--- src/design/cht_ram.sv ---
// generic single-write, single-read ram with registered read data
`default_nettype none

module cht_ram #(
  parameter int unsigned WIDTH = 8,
  parameter int unsigned DEPTH = 16
) (
  input  wire logic                     clk_i,
  input  wire logic                     we_i,
  input  wire logic [$clog2(DEPTH)-1:0] waddr_i,
  input  wire logic [WIDTH-1:0]         wdata_i,
  input  wire logic                     re_i,
  input  wire logic [$clog2(DEPTH)-1:0] raddr_i,
  output logic      [WIDTH-1:0]         rdata_o
);

  logic [WIDTH-1:0] mem_q [DEPTH];
  logic [WIDTH-1:0] rdata_q;

  always_ff @(posedge clk_i) begin
    if (we_i) begin
      mem_q[waddr_i] <= wdata_i;
    end
    if (re_i) begin
      rdata_q <= mem_q[raddr_i];
    end
  end

  assign rdata_o = rdata_q;

endmodule

`default_nettype wire

--- config.mk ---
export PLATFORM = sky130hd
export DESIGN_NAME = cht_ram
export DESIGN_NICKNAME = d
export VERILOG_FILES = /design/src/design/cht_ram.sv
export SDC_FILE = /design/constraint.sdc
export NUM_CORES = 1
export LEC_CHECK = 0
export CAP_MARGIN = 20
export CORE_AREA = 3 3 130 132
export DETAILED_ROUTE_END_ITERATION = 12
export DIE_AREA = 0 0 133 135
export DONT_BUFFER_PORTS = 1
export PLACE_DENSITY = 0.48
export SETUP_SLACK_MARGIN = 0.02
export SLEW_MARGIN = 20
export SYNTH_ARGS = -nofsm -noshare
export SYNTH_HDL_FRONTEND = slang
export SYNTH_SLANG_ARGS = --single-unit
--- constraint.sdc ---
create_clock -name clk_i -period 5.4 [get_ports clk_i]
set_input_delay 1.62 -clock clk_i [delete_from_list [all_inputs] [get_ports clk_i]]
set_output_delay 1.62 -clock clk_i [all_outputs]
set_load 0.02 [all_outputs]
==> run_results.csv <==
group,metric,value,unit
clock_network,insertion_delay,0.41,ns
synthesis,yosys_warnings,0,
sta,maxSlewViolCount,0,
hold_path,min_from,"mem_q[12][5]$_DFFE_PP_",
sta,finalClockSkew,0.00640,ns
drt,first_iter_violations,256,
synthesis,synth_enable_flop_cells,136,
drt,wl_per_cell,21.7,um
finish,nets,260,
clock_network,clockBufferDepth,2,
drt,drc,0,
power_and_ir_drop,p_per_area,408,mW/mm^2
finish,synthToLayoutAreaGrowth,15.8,%
sta,slew_headroom,36.2,%
floorplan,ios,27,
drt,wirelength,10.2,mm
placement,dpl_cell_area,0.00543,mm^2
clock_network,htreeDepth,4,
global_routing,grt_use_total,12.4,%
floorplan,die_w,133,um
critical_path,required,5.43,ns
placement,finalWeightedCongestion,0.699,
global_routing,grt_pass1_vias,2409,
placement,hpwl,6.33,mm
sta,finalCritPeriodShare,51.0,%
critical_path,ff2ff_path_depth,3,
global_routing,grt_max_degree,33,
critical_path,cp-end-kind,"register",
global_routing,grt_overflow,0,
sta,whs,0.750,ns
run,cap_violations,0,
synthesis,synth.top_cell.area_share,78.1,%
critical_path,worstPathMaxFanout,8,
drt,vias,2219,
sta,finalSetupTns,0,ns
synthesis,seq_area_frac_synth,78.1,%
finish,finalInstanceArea,0.00605,mm^2
power_and_ir_drop,ir_worst_vdd,0.000230,V
sta,fin_crit,2.76,ns
synthesis,synthArstFlopShare,0,%
sta,finalHoldViolCount,0,
critical_path,slowest_delay,0.66,ns
finish,diodes,0,
drt,firstDrtPassIters,4,
clock_network,cts_hold_buf,0,
critical_path,crit_family,"simple AND/OR/NAND/NOR gates",
clock_network,cts_tree,"done",
hold_path,hold_class,"reg -> reg",
synthesis,synth.most_common_cell,"edfxtp_1",
power_and_ir_drop,power,0.00247,W
synthesis,synth-seq-cells,136,
critical_path,crit_type,"in -> reg",
finish,nFillCells,1411,
critical_path,slowest_stage,"nor2_1",
clock_network,clk_pin_slew,0.06,ns
synthesis,synth_cells,229,
power_and_ir_drop,power_leakage,1.93,nW
synthesis,syn-num-nets,248,
finish,post-route-util,38.2,%
critical_path,rrSetupSlack,3.80,ns
floorplan,die_y,135,um
run_status,status,"complete, no violations",
synthesis,synth_common_cells,"edfxtp_1, mux4_2, a22oi_1",
critical_path,critPathLaunchType,"input pin",
clock_network,post-cts-setup-buffers,0,
floorplan,core-area,0.0158,mm^2
hold_path,min_to,"rdata_o[5]$_DFFE_PP_",
synthesis,ys.flop_type,"edfxtp_1",
floorplan,initial_core_util,33.0,%
placement,port_buffers,0,
sta,max_clock_freq,363,MHz
clock_network,cts.repair.resized,0,
floorplan,rows,46,
finish,drive_above_1_share,19.4,%
drt,drtAntennaViolNets,0,
clock_network,clock-sinks,136,
synthesis,syn_area_per_cell,22.8,um^2
critical_path,cp_num_buf_inv,0,
drt,via_per_inst,4.73,
synthesis,yosys.area.top_type,"edfxtp_1",
clock_network,root_buffer,"clkbuf_16",
hold_path,holdPathStages,3,
floorplan,dieArea,0.0180,mm^2
sta,tightest_slew,0.953,ns
global_routing,grt_pass1_wl,15.4,mm
critical_path,crit_chain,"or3b_2 > nor2_1",
sta,rsz0062_at_grt,"false",
clock_network,cts_made_buffers,17,
critical_path,worstReg2RegEnd,"rdata_o[2]$_DFFE_PP_",
synthesis,syn_area,0.00523,mm^2
synthesis,synth_area_leaders,"edfxtp_1, mux4_2, mux4_1",
critical_path,crit_arrival,2.79,ns
global_routing,antenna_found_initial,0,
critical_path,rr_startpoint,"mem_q[1][2]$_DFFE_PP_",
synthesis,synth_cell_types,18,
sta,setup_viol_count_final,0,
tightest hold or removal path: stages, from the launching register on:
cell and delay [ns]:
edfxtp_1 0.31, mux4_2 0.22, a22oi_1 0.05, nand2_1 0.06
metal layers:
layer | routed length (um) | global-route usage, % | part of all wire (%) | vias up
met3 | 701 | 3.65 | 6.9 | 5
li1 | - | - | - | 1009
met2 | 4750 | 17.4 | 47 | 67
met4 | 81 | 6.24 | 0.79 | 0
met1 | 4660 | 17.6 | 46 | 1138
met5 | 0 | 0 | 0 | -
layout by cell type, fill, tap and decap left out:
| cell | netlist | final |
|---|---|---|
| clkinv_1 | 0 | 3 |
| clkbuf_16 | 0 | 17 |
| nor2_1 | 13 | 13 |
| clkinv_2 | 0 | 4 |
| clkbuf_1 | 0 | 2 |
| and2b_1 | 1 | 1 |
| nand2_1 | 9 | 9 |
| nand2b_1 | 2 | 2 |
| bufinv_16 | 0 | 5 |
| buf_4 | 1 | 3 |
| nor2b_1 | 1 | 1 |
| or3b_2 | 1 | 1 |
| nor3_1 | 4 | 3 |
| a22oi_1 | 16 | 16 |
| and2_1 | 1 | 1 |
| edfxtp_1 | 136 | 136 |
| nand3b_1 | 2 | 2 |
| mux4_1 | 14 | 14 |
| nor3_2 | 0 | 1 |
| nand3_1 | 1 | 1 |
| mux4_2 | 18 | 18 |
kinds of logic after synthesis:
group / Yosys count / synth area share, %
flip-flops: 136 / 78.1
AND/OR/NAND/NOR: 35 / 3.14
multiplexers: 32 / 14.8
buffers and inverters: 10 / 1.65
AO/OA/AOI/OAI: 16 / 2.30
per-stage QoR:
stage | cells | setup slack [ns]
2_1_floorplan | 229 | 2.29
3_3_place_gp | 438 | 2.06
3_5_place_dp | 438 | 1.98
4_1_cts | 469 | 2.45
5_1_grt | 469 | 2.60
6_report | 469 | 2.64
state kept, by name, indices dropped and copies added, names as in the netlist:
signal and count:
mem_q 128, rdata_o 8
final cells by class:
cell class / instances / area, um^2 / share of cell area [%]
clock buffer: 19 / 433 / 7.15
sequential: 136 / 4080 / 67.5
clock inverter: 12 / 181 / 3.00
timing repair buffer: 3 / 22.5 / 0.372
tap: 216 / 270 / 4.46
multi-input combinational: 83 / 1060 / 17.5
worst max-delay path by stage:
| stage | startpoint | endpoint | slack, ns | cells after the start |
|---|---|---|---|---|
| floorplan | waddr_i[2] | mem_q[0][0]$_DFFE_PP_ | 2.29 | 2 |
| global placement | waddr_i[2] | mem_q[0][1]$_DFFE_PP_ | 2.06 | 2 |
| detailed placement | waddr_i[2] | mem_q[0][6]$_DFFE_PP_ | 1.98 | 2 |
| CTS | waddr_i[2] | mem_q[0][2]$_DFFE_PP_ | 2.45 | 2 |
| global route | waddr_i[2] | mem_q[3][2]$_DFFE_PP_ | 2.60 | 2 |
| finish | waddr_i[2] | mem_q[1][4]$_DFFE_PP_ | 2.64 | 2 |
where the power goes:
group          internal (W)  switching [W]
logic             0.0000335      0.0000291
clock network      0.000807       0.000397
registers           0.00119      0.0000123
total               0.00203       0.000438
Note: power is estimated with default switching activity, not from simulation.
